[config.mk]
export PLATFORM = sky130hd
export DESIGN_NAME = psu_recon
export DESIGN_NICKNAME = d
export VERILOG_FILES = /design/src/sv/psu_pkg.sv /design/src/sv/psu_recon.sv
export SDC_FILE = /design/constraint.sdc
export NUM_CORES = 1
export LEC_CHECK = 0
export BUFFER_PORTS_ARGS = -buffer_cell sky130_fd_sc_hd__buf_2
export CAP_MARGIN = 15
export CORE_MARGIN = 2
export CORE_UTILIZATION = 55
export CTS_CLUSTER_DIAMETER = 120
export DETAILED_ROUTE_END_ITERATION = 8
export PLACE_DENSITY = 0.73
export SLEW_MARGIN = 0
export SYNTH_ARGS = -nofsm -noshare
export SYNTH_HDL_FRONTEND = slang
export SYNTH_SLANG_ARGS = --single-unit
[constraint.sdc]
create_clock -name clk_i -period 14.24 [get_ports clk_i]
set_input_delay 1.424 -clock clk_i [delete_from_list [all_inputs] [get_ports clk_i]]
set_output_delay 1.424 -clock clk_i [all_outputs]
set_load 0.05 [all_outputs]
[src/sv/psu_pkg.sv]
// Shared constants, types and codes for the PNG scanline unfilter.
package psu_pkg;

  localparam int MAX_ROW_BYTES   = 8192;
  localparam int MAX_PIXEL_BYTES = 8;

  localparam int COL_W     = $clog2(MAX_ROW_BYTES);
  localparam int PIX_IDX_W = (MAX_PIXEL_BYTES > 1) ? $clog2(MAX_PIXEL_BYTES) : 1;

  localparam int ROW_BYTES_W   = 14;
  localparam int PIXEL_BYTES_W = 4;
  localparam int CNT_W = (COL_W + 1 > ROW_BYTES_W) ? COL_W + 1 : ROW_BYTES_W;

  localparam int CFG_IDX_W  = 2;
  localparam int CFG_DATA_W = ROW_BYTES_W;

  // Configuration register indexes
  localparam logic [CFG_IDX_W-1:0] CFG_ROW_BYTES   = 2'd0;
  localparam logic [CFG_IDX_W-1:0] CFG_PIXEL_BYTES = 2'd1;

  // Row filter types
  localparam logic [7:0] FILT_NONE  = 8'd0;
  localparam logic [7:0] FILT_SUB   = 8'd1;
  localparam logic [7:0] FILT_UP    = 8'd2;
  localparam logic [7:0] FILT_AVG   = 8'd3;
  localparam logic [7:0] FILT_PAETH = 8'd4;

  // One data byte in flight between row control and reconstruction
  typedef struct packed {
    logic [7:0]           data;
    logic [7:0]           filter;
    logic [COL_W-1:0]     col;
    logic [PIX_IDX_W-1:0] left_idx;
    logic                 has_left;
    logic                 first_row;
    logic                 row_end;
  } psu_item_t;

endpackage

[src/sv/psu_recon.sv]
// Byte reconstruction: neighbour histories, predictor and the result register.
module psu_recon (
  input  logic               clk_i,
  input  logic               rst_ni,
  input  psu_pkg::psu_item_t s1_item_i,
  input  logic [7:0]         above_i,
  input  logic               adv_i,
  input  logic               out_stall_i,
  output logic [7:0]         res_o,
  output logic               out_valid_o,
  output logic [7:0]         out_byte_o,
  output logic               row_end_o,
  output logic               bad_filter_o
);
  import psu_pkg::*;

  logic [7:0] left_q   [MAX_PIXEL_BYTES];
  logic [7:0] upleft_q [MAX_PIXEL_BYTES];

  logic       out_valid_q;
  logic [7:0] out_byte_q;
  logic       row_end_q, bad_filter_q;

  logic [7:0] a, b, c, pred, res;
  logic       bad;
  logic [8:0] sum_ab;
  logic signed [10:0] pa, pb, pc;

  always_comb begin
    a = s1_item_i.has_left ? left_q[s1_item_i.left_idx] : 8'd0;
    b = s1_item_i.first_row ? 8'd0 : above_i;
    c = (s1_item_i.has_left && !s1_item_i.first_row) ? upleft_q[s1_item_i.left_idx] : 8'd0;

    sum_ab = {1'b0, a} + {1'b0, b};
    // Distances of a+b-c from a, b and c
    pa = $signed({3'b000, b}) - $signed({3'b000, c});
    pb = $signed({3'b000, a}) - $signed({3'b000, c});
    pc = $signed({2'b00, sum_ab}) - $signed({2'b00, c, 1'b0});
    if (pa < 0) pa = -pa;
    if (pb < 0) pb = -pb;
    if (pc < 0) pc = -pc;

    bad = 1'b0;
    case (s1_item_i.filter)
      FILT_NONE:  pred = 8'd0;
      FILT_SUB:   pred = a;
      FILT_UP:    pred = b;
      FILT_AVG:   pred = sum_ab[8:1];
      FILT_PAETH: begin
        if ((pa <= pb) && (pa <= pc)) begin
          pred = a;
        end else if (pb <= pc) begin
          pred = b;
        end else begin
          pred = c;
        end
      end
      default: begin
        pred = 8'd0;
        bad  = 1'b1;
      end
    endcase
    res = s1_item_i.data + pred;
  end

  // Shift this row's results and the above-row bytes into the histories
  always_ff @(posedge clk_i or negedge rst_ni) begin
    if (!rst_ni) begin
      for (int k = 0; k < MAX_PIXEL_BYTES; k++) begin
        left_q[k]   <= 8'd0;
        upleft_q[k] <= 8'd0;
      end
    end else if (adv_i) begin
      for (int k = MAX_PIXEL_BYTES - 1; k > 0; k--) begin
        left_q[k]   <= left_q[k-1];
        upleft_q[k] <= upleft_q[k-1];
      end
      left_q[0]   <= res;
      upleft_q[0] <= b;
    end
  end

  always_ff @(posedge clk_i or negedge rst_ni) begin
    if (!rst_ni) begin
      out_valid_q <= 1'b0;
    end else if (adv_i) begin
      out_valid_q <= 1'b1;
    end else if (!out_stall_i) begin
      out_valid_q <= 1'b0;
    end
  end

  always_ff @(posedge clk_i) begin
    if (adv_i) begin
      out_byte_q   <= res;
      row_end_q    <= s1_item_i.row_end;
      bad_filter_q <= bad;
    end
  end

  assign res_o        = res;
  assign out_valid_o  = out_valid_q;
  assign out_byte_o   = out_byte_q;
  assign row_end_o    = row_end_q;
  assign bad_filter_o = bad_filter_q;

endmodule
==> impl_metrics.yaml <==
drt:
  top_layer: "met4"
  ant_nets: 0
  num_vias: 7060
  met2RoutedLength_um: 10100
  met3_length_um: 814
  met1_length_um: 10300
  viasPerCell: 6.02
  drt-wirelength-per-cell_um: 18.4
  drt_iter0_drc: 506
  drt-total-wl_um: 21600
  drt_pre_antenna_iters: 8
  drc: 0
final_layout:
  nets: 1053
  final_area_um2: 11000
  final_layout_size_suffix_gt1_frac: 0.301
  antenna_cells: 0
  syn_to_final_growth_pct: 10.9
  utilization: 0.616
die:
  chipWidth_um: 138
  core_area_um2: 17800
  start_util: 0.556
  die_h_um: 138
  num_rows: 49
  dieArea_um2: 19100
  ioPinCount: 66
sta:
  setup_viol: 0
  final.setup.tns_ns: 0
  finalClockSkew_ns: 0.0110
  period_needed_ns: 12.90
  whs_ns: 0.473
  worst_pin_slew_ns: 1.08
  timing.final.hold_violations: 0
  rsz0062_at_grt: "false"
  fmax_mhz: 77.5
  period_share: 0.906
  fin_ws_ns: 1.34
  relSlewSlack: 0.277
  slew_violations: 0
setup_path:
  cpMostUsedCell: "a21oi_1"
  critPathArrivalTime_ns: 11.48
  crit_required_ns: 12.82
  crit_slowest_cell: "or4b_2"
  critical-path-max-stage-delay_ns: 0.73
  crit_family: "compound AO/OA/AOI/OAI gates"
  crit_type: "input port to output pin"
  worstSetupEndpointType: "output pin"
  critPathLaunchType: "input port"
  cp_max_fo: 17
  critical_path_buf_inv_count: 4
power:
  power_density_nw_per_um2: 176
  worst_ir_drop_vdd_uv: 119
  p_leak_nw: 4.92
clock_network:
  ctsResizeCount: 0
  cts_root_buffer: "clkbuf_16"
  cts_max_level: 4
  numCtsBuffers: 17
  postCtsSetupBuffers: 0
  insertion_delay_ns: 0.42
  cts_tree: "yes"
  ctsHoldBuffers: 0
  cts.sinks: 139
  clk_pin_slew_ns: 0.06
  cts_buffer_depth: 2
global_route:
  grt_pass1_vias: 6996
  grt_max_degree: 91
  grt_overflow: 0
  grt_pass1_wl_um: 36000
  globalRouteTotalUtil: 0.234
  antenna_found_initial: 0
placement:
  gp_congestion: 0.884
  pre_cts_ws_ns: 1.40
  dpl_cell_area_um2: 10400
  port-buffer-count: 52
  dp_hpwl_um: 15900
run:
  drv_cap: 0
synthesis:
  ys.flop_type: "dfrtp_1"
  synth_seq_cells: 139
  syn_avg_cell_area_um2: 11.2
  synthCells: 883
  ys_seq_area_frac: 0.356
  synth_edf_count: 10
  ys_types: 75
  yosysWarnings: 0
  synthArstFlopShare: 0.928
  netlist_area_um2: 9920
min_path:
  hp-class: "register to register"
outcome:
  status: "completed"
[report_power, final]
group	internal, mW	switching, mW	total [mW]	leakage, nW
combinational	0.424	0.517	0.941	2.94
sequential	0.491	0.0598	0.551	1.69
clock	0.257	0.181	0.438	0.290
[Yosys cell counts (11+ instances only)]
cell	n	area (µm²)
mux2i_1	16	160
inv_1	46	173
mux4_2	30	676
nand2b_1	17	106
nor3_1	12	60.1
xnor2_1	29	254
ha_1	72	901
o211ai_1	11	82.6
clkbuf_1	30	113
o21ai_0	21	105
xor2_1	12	105
a21o_1	22	165
dfrtp_1	129	3230
nand2_1	27	101
a21oi_1	29	145
nor2b_1	19	119
mux2_2	139	1570
o21bai_1	11	82.6
nor2_1	39	146
[kinds of logic (layout without fill, tap and decap cells)]
kind of cell / after synthesis / after routing / share of synthesized area
buffers and inverters: 83 / 136 / 0.0327
muxes: 187 / 187 / 0.245
other: 2 / 10 / 0.000757
and+or+nand+nor: 176 / 176 / 0.0956
AOI/OAI and AO/OA: 177 / 177 / 0.133
DFF: 139 / 139 / 0.356
adders and majority gates: 77 / 77 / 0.0989
xor gates and xnor gates: 42 / 42 / 0.0378
[area by class of cell]
cell class	instances	area [µm²]
clock buffers	18	450
clock inverters	14	148
fillers	1441	6850
inverters	46	173
multi-input cells	669	6100
flip-flops and latches	139	3530
well taps	229	287
repair buffers	58	314
[registers in the layout, summed over array words and instances, names as in the netlist]
name / count
bad_filter_o: 1
left_q: 64
out_byte_o: 8
out_valid_o: 1
row_end_o: 1
upleft_q: 64
[per-layer routing]
layer	GRT usage	vias up
met5	0	-
met4	0.0591	0
met2	0.375	134
li1	-	3411
met1	0.328	3491
met3	0.0506	24
[worst reg2reg max path: cells and delay by family, from the launching register on]
kind	cells	cell delay (ns)
compound gates	14	3.48
xor+xnor	2	0.49
fa+ha+maj	5	1.36
buf+inv	1	0.06
flops	1	0.40
mux	5	1.66
simple gates	10	2.17
[through the flow]
step / total power [mW] / cells
floorplan: 1.27 / 891
global placement: 1.46 / 1141
detailed placement: 1.48 / 1141
CTS: 1.93 / 1173
global route: 2.08 / 1173
finish: 1.93 / 1173
[cell usage in the layout, fill, tap and decap left out, drive strengths merged, types with 19 or more instances in the layout]
cell type,count
o21ai,21
ha,72
a21oi,29
nand2,27
inv,54
nor2,40
mux4,30
a21o,22
mux2,141
nor2b,19
buf,58
dfrtp,129
xnor2,30
[worst paths after layout]
check,from,endpoint,slack [ns],cells past startpoint
min in group asynchronous,rst_ni,left_q[14],1.02,1
setup reg to reg,left_q[32],out_byte_o[7],4.46,37
hold / removal,out_valid_o,out_valid_o,0.47,1
setup / recovery,s1_item_i[3],res_o[7],1.34,40
hold reg to reg,out_valid_o,out_valid_o,0.47,1
max in group asynchronous,rst_ni,left_q[20],11.79,2
Note: power is estimated with default switching activity, not from simulation.
