`src/sv/psu_pkg.sv`:
```
// Shared constants, types and codes for the PNG scanline unfilter.
package psu_pkg;

  localparam int MAX_ROW_BYTES   = 8192;
  localparam int MAX_PIXEL_BYTES = 8;

  localparam int COL_W     = $clog2(MAX_ROW_BYTES);
  localparam int PIX_IDX_W = (MAX_PIXEL_BYTES > 1) ? $clog2(MAX_PIXEL_BYTES) : 1;

  localparam int ROW_BYTES_W   = 14;
  localparam int PIXEL_BYTES_W = 4;
  localparam int CNT_W = (COL_W + 1 > ROW_BYTES_W) ? COL_W + 1 : ROW_BYTES_W;

  localparam int CFG_IDX_W  = 2;
  localparam int CFG_DATA_W = ROW_BYTES_W;

  // Configuration register indexes
  localparam logic [CFG_IDX_W-1:0] CFG_ROW_BYTES   = 2'd0;
  localparam logic [CFG_IDX_W-1:0] CFG_PIXEL_BYTES = 2'd1;

  // Row filter types
  localparam logic [7:0] FILT_NONE  = 8'd0;
  localparam logic [7:0] FILT_SUB   = 8'd1;
  localparam logic [7:0] FILT_UP    = 8'd2;
  localparam logic [7:0] FILT_AVG   = 8'd3;
  localparam logic [7:0] FILT_PAETH = 8'd4;

  // One data byte in flight between row control and reconstruction
  typedef struct packed {
    logic [7:0]           data;
    logic [7:0]           filter;
    logic [COL_W-1:0]     col;
    logic [PIX_IDX_W-1:0] left_idx;
    logic                 has_left;
    logic                 first_row;
    logic                 row_end;
  } psu_item_t;

endpackage

```
`src/sv/psu_front.sv`:
```
// Row control: filter byte capture, column count and the input register.
module psu_front (
  input  logic                              clk_i,
  input  logic                              rst_ni,
  input  logic                              accept_i,
  input  logic [7:0]                        data_byte_i,
  input  logic                              frame_start_i,
  input  logic [psu_pkg::ROW_BYTES_W-1:0]   row_bytes_i,
  input  logic [psu_pkg::PIXEL_BYTES_W-1:0] pixel_bytes_i,
  input  logic                              adv_i,
  output logic                              s1_valid_o,
  output psu_pkg::psu_item_t                s1_item_o,
  output logic                              rd_en_o,
  output logic [psu_pkg::COL_W-1:0]         rd_addr_o
);
  import psu_pkg::*;

  logic [COL_W-1:0] column_q, column_d;
  logic [7:0]       row_filter_q, row_filter_d;
  logic             awaiting_q, awaiting_d;
  logic             first_row_q, first_row_d;
  logic             s1_valid_q, s1_valid_d;
  psu_item_t        s1_item_q, s1_item_d;

  logic [CNT_W-1:0] rb_ext, rb_eff, col_next;
  logic [PIXEL_BYTES_W-1:0] bpp_eff;
  logic             is_data, row_end;

  always_comb begin
    rb_ext = CNT_W'(row_bytes_i);
    if (rb_ext == '0) begin
      rb_eff = CNT_W'(1);
    end else if (rb_ext > CNT_W'(MAX_ROW_BYTES)) begin
      rb_eff = CNT_W'(MAX_ROW_BYTES);
    end else begin
      rb_eff = rb_ext;
    end

    if (pixel_bytes_i == '0) begin
      bpp_eff = PIXEL_BYTES_W'(1);
    end else if (pixel_bytes_i > PIXEL_BYTES_W'(MAX_PIXEL_BYTES)) begin
      bpp_eff = PIXEL_BYTES_W'(MAX_PIXEL_BYTES);
    end else begin
      bpp_eff = pixel_bytes_i;
    end

    col_next = CNT_W'(column_q) + CNT_W'(1);
    row_end  = (col_next >= rb_eff);
    is_data  = !frame_start_i && !awaiting_q;
  end

  always_comb begin
    column_d     = column_q;
    row_filter_d = row_filter_q;
    awaiting_d   = awaiting_q;
    first_row_d  = first_row_q;
    if (accept_i) begin
      if (frame_start_i) begin
        first_row_d  = 1'b1;
        row_filter_d = data_byte_i;
        awaiting_d   = 1'b0;
        column_d     = '0;
      end else if (awaiting_q) begin
        row_filter_d = data_byte_i;
        awaiting_d   = 1'b0;
        column_d     = '0;
      end else if (row_end) begin
        column_d    = '0;
        awaiting_d  = 1'b1;
        first_row_d = 1'b0;
      end else begin
        column_d = col_next[COL_W-1:0];
      end
    end
  end

  always_comb begin
    s1_item_d.data      = data_byte_i;
    s1_item_d.filter    = row_filter_q;
    s1_item_d.col       = column_q;
    s1_item_d.left_idx  = PIX_IDX_W'(bpp_eff - PIXEL_BYTES_W'(1));
    s1_item_d.has_left  = (CNT_W'(column_q) >= CNT_W'(bpp_eff));
    s1_item_d.first_row = first_row_q;
    s1_item_d.row_end   = row_end;

    if (accept_i && is_data) begin
      s1_valid_d = 1'b1;
    end else if (adv_i) begin
      s1_valid_d = 1'b0;
    end else begin
      s1_valid_d = s1_valid_q;
    end
  end

  always_ff @(posedge clk_i or negedge rst_ni) begin
    if (!rst_ni) begin
      column_q     <= '0;
      row_filter_q <= FILT_NONE;
      awaiting_q   <= 1'b1;
      first_row_q  <= 1'b1;
      s1_valid_q   <= 1'b0;
    end else begin
      column_q     <= column_d;
      row_filter_q <= row_filter_d;
      awaiting_q   <= awaiting_d;
      first_row_q  <= first_row_d;
      s1_valid_q   <= s1_valid_d;
    end
  end

  always_ff @(posedge clk_i) begin
    if (accept_i && is_data) begin
      s1_item_q <= s1_item_d;
    end
  end

  assign s1_valid_o = s1_valid_q;
  assign s1_item_o  = s1_item_q;
  assign rd_en_o    = accept_i && is_data;
  assign rd_addr_o  = column_q;

endmodule

```
`config.mk`:
```
export PLATFORM = sky130hd
export DESIGN_NAME = psu_front
export DESIGN_NICKNAME = d
export VERILOG_FILES = /design/src/sv/psu_pkg.sv /design/src/sv/psu_front.sv
export SDC_FILE = /design/constraint.sdc
export NUM_CORES = 1
export LEC_CHECK = 0
export BUFFER_PORTS_ARGS = -buffer_cell sky130_fd_sc_hd__clkbuf_2
export CAP_MARGIN = 10
export CORE_ASPECT_RATIO = 0.6
export CORE_UTILIZATION = 52
export DETAILED_ROUTE_END_ITERATION = 16
export GPL_TIMING_DRIVEN = 0
export PLACE_DENSITY = 0.87
export SYNTH_ARGS = -nofsm -noshare
export SYNTH_HDL_FRONTEND = slang
export SYNTH_SLANG_ARGS = --single-unit
```
`constraint.sdc`:
```
create_clock -name clk_i -period 3.2 [get_ports clk_i]
set_input_delay 0.48 -clock clk_i [delete_from_list [all_inputs] [get_ports clk_i]]
set_output_delay 0.48 -clock clk_i [all_outputs]
set_load 0.05 [all_outputs]
```
==> results of run 1 <==
[cells by family after synthesis]
logic type               Yosys count
AND/OR/NAND/NOR                   74
flip-flops                        59
buffers and inverters             35
AO/OA/AOI/OAI                     33
adder cells (fa/ha/maj)           20
XOR/XNOR                          12
multiplexers                      12
[area by class of cell]
class / count / area, µm² / area share
plain buffers: 19 / 140 / 0.0375
well taps: 80 / 100 / 0.0268
flip-flops and latches: 59 / 1650 / 0.443
multi-input cells: 151 / 1170 / 0.313
clock inverters: 7 / 67.6 / 0.0181
clock buffers: 9 / 124 / 0.0331
repair buffers: 81 / 420 / 0.112
inverters: 16 / 60.1 / 0.0161
[where the power goes]
part	total, mW	leakage [nW]	switching, mW	internal [mW]
combinational	0.307	1.04	0.209	0.0989
sequential	0.890	0.635	0.0265	0.863
clock	0.657	0.0931	0.301	0.356
[flip-flops by register name, indices dropped and copies added, names as in the netlist]
signal,flops
first_row_q,1
row_filter_q,8
s1_valid_o,1
rd_addr_o,13
awaiting_q,1
s1_item_o,35
[cells in the mapped netlist (all sizes together), types with 2 or more instances]
cell | count | share of area
clkbuf | 3 | 0.0041
nand3 | 6 | 0.013
edfxtp | 35 | 0.35
and3 | 9 | 0.022
nor3 | 2 | 0.0070
o2bb2ai | 5 | 0.023
dfrtp | 22 | 0.18
xnor2 | 6 | 0.017
ha | 20 | 0.083
nor2 | 12 | 0.017
a211oi | 2 | 0.0083
nand2 | 29 | 0.036
nand4 | 7 | 0.017
o21ai | 7 | 0.013
nor4 | 4 | 0.0083
nand2b | 3 | 0.0062
buf | 16 | 0.042
a21o | 2 | 0.0050
inv | 15 | 0.019
mux2 | 8 | 0.030
a21oi | 12 | 0.026
mux2i | 4 | 0.017
xor2 | 6 | 0.017
dfstp | 2 | 0.017
[metal layers]
layer	GRT usage	share of wire	vias to the layer above
li1	-	-	1049
met1	0.260	0.48	1036
met3	0.0579	0.046	11
met4	0.0807	0.011	0
met2	0.341	0.46	60
met5	0	0	-
[worst max-delay path, delay by kind of cell (launching register included)]
family | cells | cell delay [ns]
buffers and inverters | 1 | 0.23
adders and majority gates | 2 | 0.51
AOI/OAI and AO/OA | 3 | 0.47
DFF | 1 | 0.49
and+or+nand+nor | 5 | 1.02
xor gates and xnor gates | 1 | 0.16
[worst min path at each step]
stage / start / to / slack (ns) / cells past startpoint
after floorplan: rst_ni / rd_addr_o[0]$_DFFE_PN0P_ / 0.18 / 0
after global placement: row_filter_q[4]$_DFFE_PN0P_ / s1_item_o[23]$_DFFE_PP_ / 0.43 / 0
after detailed placement: row_filter_q[1]$_DFFE_PN0P_ / s1_item_o[20]$_DFFE_PP_ / 0.43 / 0
after CTS: rst_ni / rd_addr_o[11]$_DFFE_PN0P_ / 0.17 / 1
after global routing: rst_ni / row_filter_q[1]$_DFFE_PN0P_ / 0.20 / 1
final: rst_ni / rd_addr_o[11]$_DFFE_PN0P_ / 0.16 / 1
[through the flow]
step / setup slack [ns] / util / total power, mW / cells
2_1_floorplan: 0.528 / - / 1.12 / 245
3_3_place_gp: 0.177 / 0.632 / 1.20 / 405
3_5_place_dp: 0.222 / 0.637 / 1.21 / 406
4_1_cts: 0.203 / 0.671 / 1.87 / 422
5_1_grt: 0.0232 / 0.671 / 1.93 / 422
6_report: 0.250 / 0.671 / 1.85 / 422
==> results.toml, run 1 <==
[floorplan]
die_x_um = 100
start_util = 0.542
num_io_pins = 81
rows = 21
dieHeight_um = 61.0
die-area_mm2 = 0.00612
core_area_mm2 = 0.00557

[cells_and_area]
drive_above_1_share = 0.430
final_common_cell = "clkbuf_2"
final_cell_mix = "clkbuf_2 (81), edfxtp_1 (35), nand2_1 (29), dfrtp_1 (22), ha_1 (20)"
nNetsFinal = 388
diodes = 0
fillers = 445
stdcell_area_mm2 = 0.00374
area_growth_pct = 23.8

[drt]
route.detailed.drc = 0
drt-initial-drc-count = 77
dr_total_vias = 2156
firstDrtPassIters = 5
drt-total-wl_mm = 5.82
ant_nets = 0
via_per_inst = 5.11
post_drt_wl_per_cell_um = 13.8

[critical_path]
end_kind = "flip-flop"
cp_slowest_cell = "dfrtp_1"
startpoint_type = "flip-flop"
rrSetupSlack_ns = 0.25
path_cells = "ha_1, nand3_2, nor3_4, and3_4, xor2_1, ha_1, nand4_1, o21ai_0, a31oi_1, nand4_2, buf_6, a21oi_2"
slowest_delay_ns = 0.49
r2r-start = "rd_addr_o[0]$_DFFE_PN0P_"
worstPathMaxFanout = 10
crit_start = "rd_addr_o[0]$_DFFE_PN0P_"
crit_end = "rd_addr_o[9]$_DFFE_PN0P_"
timing.rr.end = "rd_addr_o[9]$_DFFE_PN0P_"
path_common_cell = "ha_1"
arrival_ns = 3.20
rr_worst_depth = 12
critical_path_class = "reg -> reg"
crit_required_ns = 3.46

[cts]
clockBufferDepth = 2
insertion_delay_ns = 0.33
cts.repair.resized = 0
cts.sinks = 59
cts_setup_buffers = 0
h-tree-depth = 3
ctsHoldBuffers = 0
clk_pin_slew_worst_paths_ns = 0.07
cts_tree = "done"
root_buffer = "clkbuf_8"
numCtsBuffers = 9

[logic_synthesis]
synthXorXnorAreaFrac = 0.0348
synth.area.mux_share = 0.0473
ys_seq_area_frac = 0.548
synth_edf_count = 35
syn_area_per_cell_um2 = 12.3
synth-simple-area-share = 0.131
synth.distinct_cells = 45
yosysWarnings = 0
synth_adder_area_share = 0.0829
synth_fp_nets = 296
synth_compound_area_frac = 0.0900
synth-seq-cells = 59
synth_top_family_by_area = "simple AND/OR/NAND/NOR gates"
postSynthCellCount = 245
netlist_area_mm2 = 0.00302
ys.flop_type = "edfxtp_1"
async_flop_share = 0.407

[sta]
fin_skew_ns = 0.00946
worst_slew_pin_slew_ns = 0.641
tns_ns = 0
fmax_mhz = 339
setup_viol = 0
hold_viol_final = 0
rsz0062_at_grt = "no"
finalCriticalPeriod_ns = 2.95
period_share = 0.922
slew_headroom = 0.572
drv_slew = 0
fin_hold_ws_ns = 0.160

[power_and_ir_drop]
p_leak_nw = 1.77
power_density_mw_per_mm2 = 496
vdd.ir_drop.worst_mv = 0.299

[placed_design]
place_congestion = 0.801
placed_area_mm2 = 0.00355
dp_hpwl_mm = 4.43
portBuffers = 80

[global_route]
grt_pass1_vias = 1989
grt_overflow = 0
grt_first_pass_wirelength_mm = 9.16
grt_max_degree = 34
grt.total_usage = 0.204
antenna_found_initial = 0

[worst_hold_path]
hp-class = "in -> async"

[flow_run]
maxCapViolations = 0

[run_status]
status = "complete, no violations"
(Power assumes the default switching activity.)
==> run 2, diff against run 1 <==
Settings changed: CORE_UTILIZATION 52 to 57, PLACE_DENSITY 0.87 to 0.94.
Clock period 3.2 ns to 3.4 ns, I/O delays scaled along.
==> results.toml, run 2 (synthesis results as in run 1) <==
[cells_and_area]
final_common_cell = "clkbuf_2"
nNetsFinal = 388
fillers = 357
area_growth_pct = 24.2
postLayoutCoreUtil = 0.738
largest_reg_flops = 35
diodes = 0
drive_above_1_share = 0.427
final_cell_mix = "clkbuf_2 (81), edfxtp_1 (35), nand2_1 (29), dfrtp_1 (22), ha_1 (20)"

[placed_design]
place_congestion = 0.830
dp_hpwl_mm = 4.80
portBuffers = 80

[power_and_ir_drop]
p_leak_nw = 1.78
seqPwrFrac = 0.456
power_density_mw_per_mm2 = 491
power.share.switching = 0.271
switchingPower_mw = 0.500
clkPwrFrac = 0.383
vdd.ir_drop.worst_mv = 0.334
p_total_mw = 1.84
p_comb_frac = 0.161
power.internal_mw = 1.34

[cts]
clk_pin_slew_worst_paths_ns = 0.07
numCtsBuffers = 9
cts_tree = "done"
cts_setup_buffers = 0
ctsHoldBuffers = 0
cts.repair.resized = 0
clockBufferDepth = 2
insertion_delay_ns = 0.33
cts.sinks = 59
root_buffer = "clkbuf_8"
h-tree-depth = 3

[sta]
rsz0062_at_grt = "no"
fin_hold_ws_ns = 0.205
hold_viol_final = 0
setup_viol = 0
tns_ns = 0
period_share = 0.914
drv_slew = 0
fin_skew_ns = 0.00701
fmax_mhz = 322
slew_headroom = 0.549
worst_slew_pin_slew_ns = 0.676
finalCriticalPeriod_ns = 3.11

[critical_path]
crit_start = "rd_addr_o[0]$_DFFE_PN0P_"
end_kind = "flip-flop"
worstPathMaxFanout = 10
cp_slowest_cell = "dfrtp_1"
critical_path_class = "reg -> reg"
crit_required_ns = 3.66
path_cells = "ha_1, nand3_2, nor3_4, and3_4, xor2_1, ha_1, nand4_1, o21ai_0, a31oi_1, nand4_2, buf_6, a21oi_2"
slowest_delay_ns = 0.49
startpoint_type = "flip-flop"
arrival_ns = 3.37
path_common_cell = "ha_1"
r2r-start = "rd_addr_o[0]$_DFFE_PN0P_"

[floorplan]
dieHeight_um = 58.4
start_util = 0.594
die-area_mm2 = 0.00560
die_x_um = 95.9
rows = 20
core_area_mm2 = 0.00508
num_io_pins = 81

[global_route]
antenna_found_initial = 0
grt_max_degree = 28
grt_pass1_vias = 2190
grt.total_usage = 0.259
grt_first_pass_wirelength_mm = 10.4
grt_overflow = 0

[drt]
drt-total-wl_mm = 6.53
firstDrtPassIters = 4
drt-initial-drc-count = 148
post_drt_wl_per_cell_um = 16.0
ant_nets = 0
via_per_inst = 5.53
route.detailed.drc = 0
dr_total_vias = 2258

[flow_run]
maxCapViolations = 0

[worst_hold_path]
hp-class = "in -> async"

[run_status]
status = "complete, no violations"
run 2: metrics by stage:
step | worst slack, ns | std cells | cell area (µm²)
floorplan | 0.698 | 245 | 3020
global placement | 0.332 | 391 | 3500
detailed placement | 0.362 | 392 | 3530
CTS | 0.297 | 408 | 3750
global route | 0.115 | 408 | 3750
finish | 0.293 | 408 | 3750
run 2: area by class of cell:
cell class	count	area (µm²)	area share
clock buffers	12	145	0.0387
plain buffers	19	140	0.0374
flip-flops and latches	59	1650	0.441
well taps	66	82.6	0.0220
repair buffers	81	420	0.112
clock inverters	4	73.8	0.0197
multi-input cells	151	1170	0.313
inverters	16	60.1	0.0160
run 2: worst max-delay path, delay by kind of cell (launching register included):
kind / cells / cell delay [ns]
simple gates: 5 / 1.08
compound gates: 3 / 0.51
buf+inv: 1 / 0.25
xor+xnor: 1 / 0.17
flops: 1 / 0.49
fa+ha+maj: 2 / 0.52
run 2: power by group through the flow:
stage	clock, mW	sequential, mW	combinational (mW)
5_1_grt	0.741	0.844	0.319
4_1_cts	0.710	0.839	0.298
3_3_place_gp	0	0.849	0.280
3_5_place_dp	0	0.853	0.295
6_report	0.705	0.839	0.297
2_1_floorplan	0	0.927	0.129
run 2: path summary, 6_finish.rpt:
kind                                                  end  slack [ns]  depth (start not counted)
worst max-delay path            rd_addr_o[10]$_DFFE_PN0P_        0.29                         12
worst min-delay path             rd_addr_o[6]$_DFFE_PN0P_        0.20                          1
worst max register to register  rd_addr_o[10]$_DFFE_PN0P_        0.29                         12
worst min register to register    s1_item_o[21]$_DFFE_PP_        0.44                          0
max in group asynchronous        rd_addr_o[2]$_DFFE_PN0P_        2.76                          1
min in group clk_i                 s1_valid_o$_DFFE_PN0P_        0.36                          2
run 2: per-layer routing:
layer | part of all wire | track usage | up-vias
met5 | 0 | 0 | -
met4 | 0.013 | 0.0896 | 0
met3 | 0.067 | 0.0788 | 13
met2 | 0.48 | 0.432 | 90
met1 | 0.44 | 0.326 | 1099
li1 | - | - | 1056
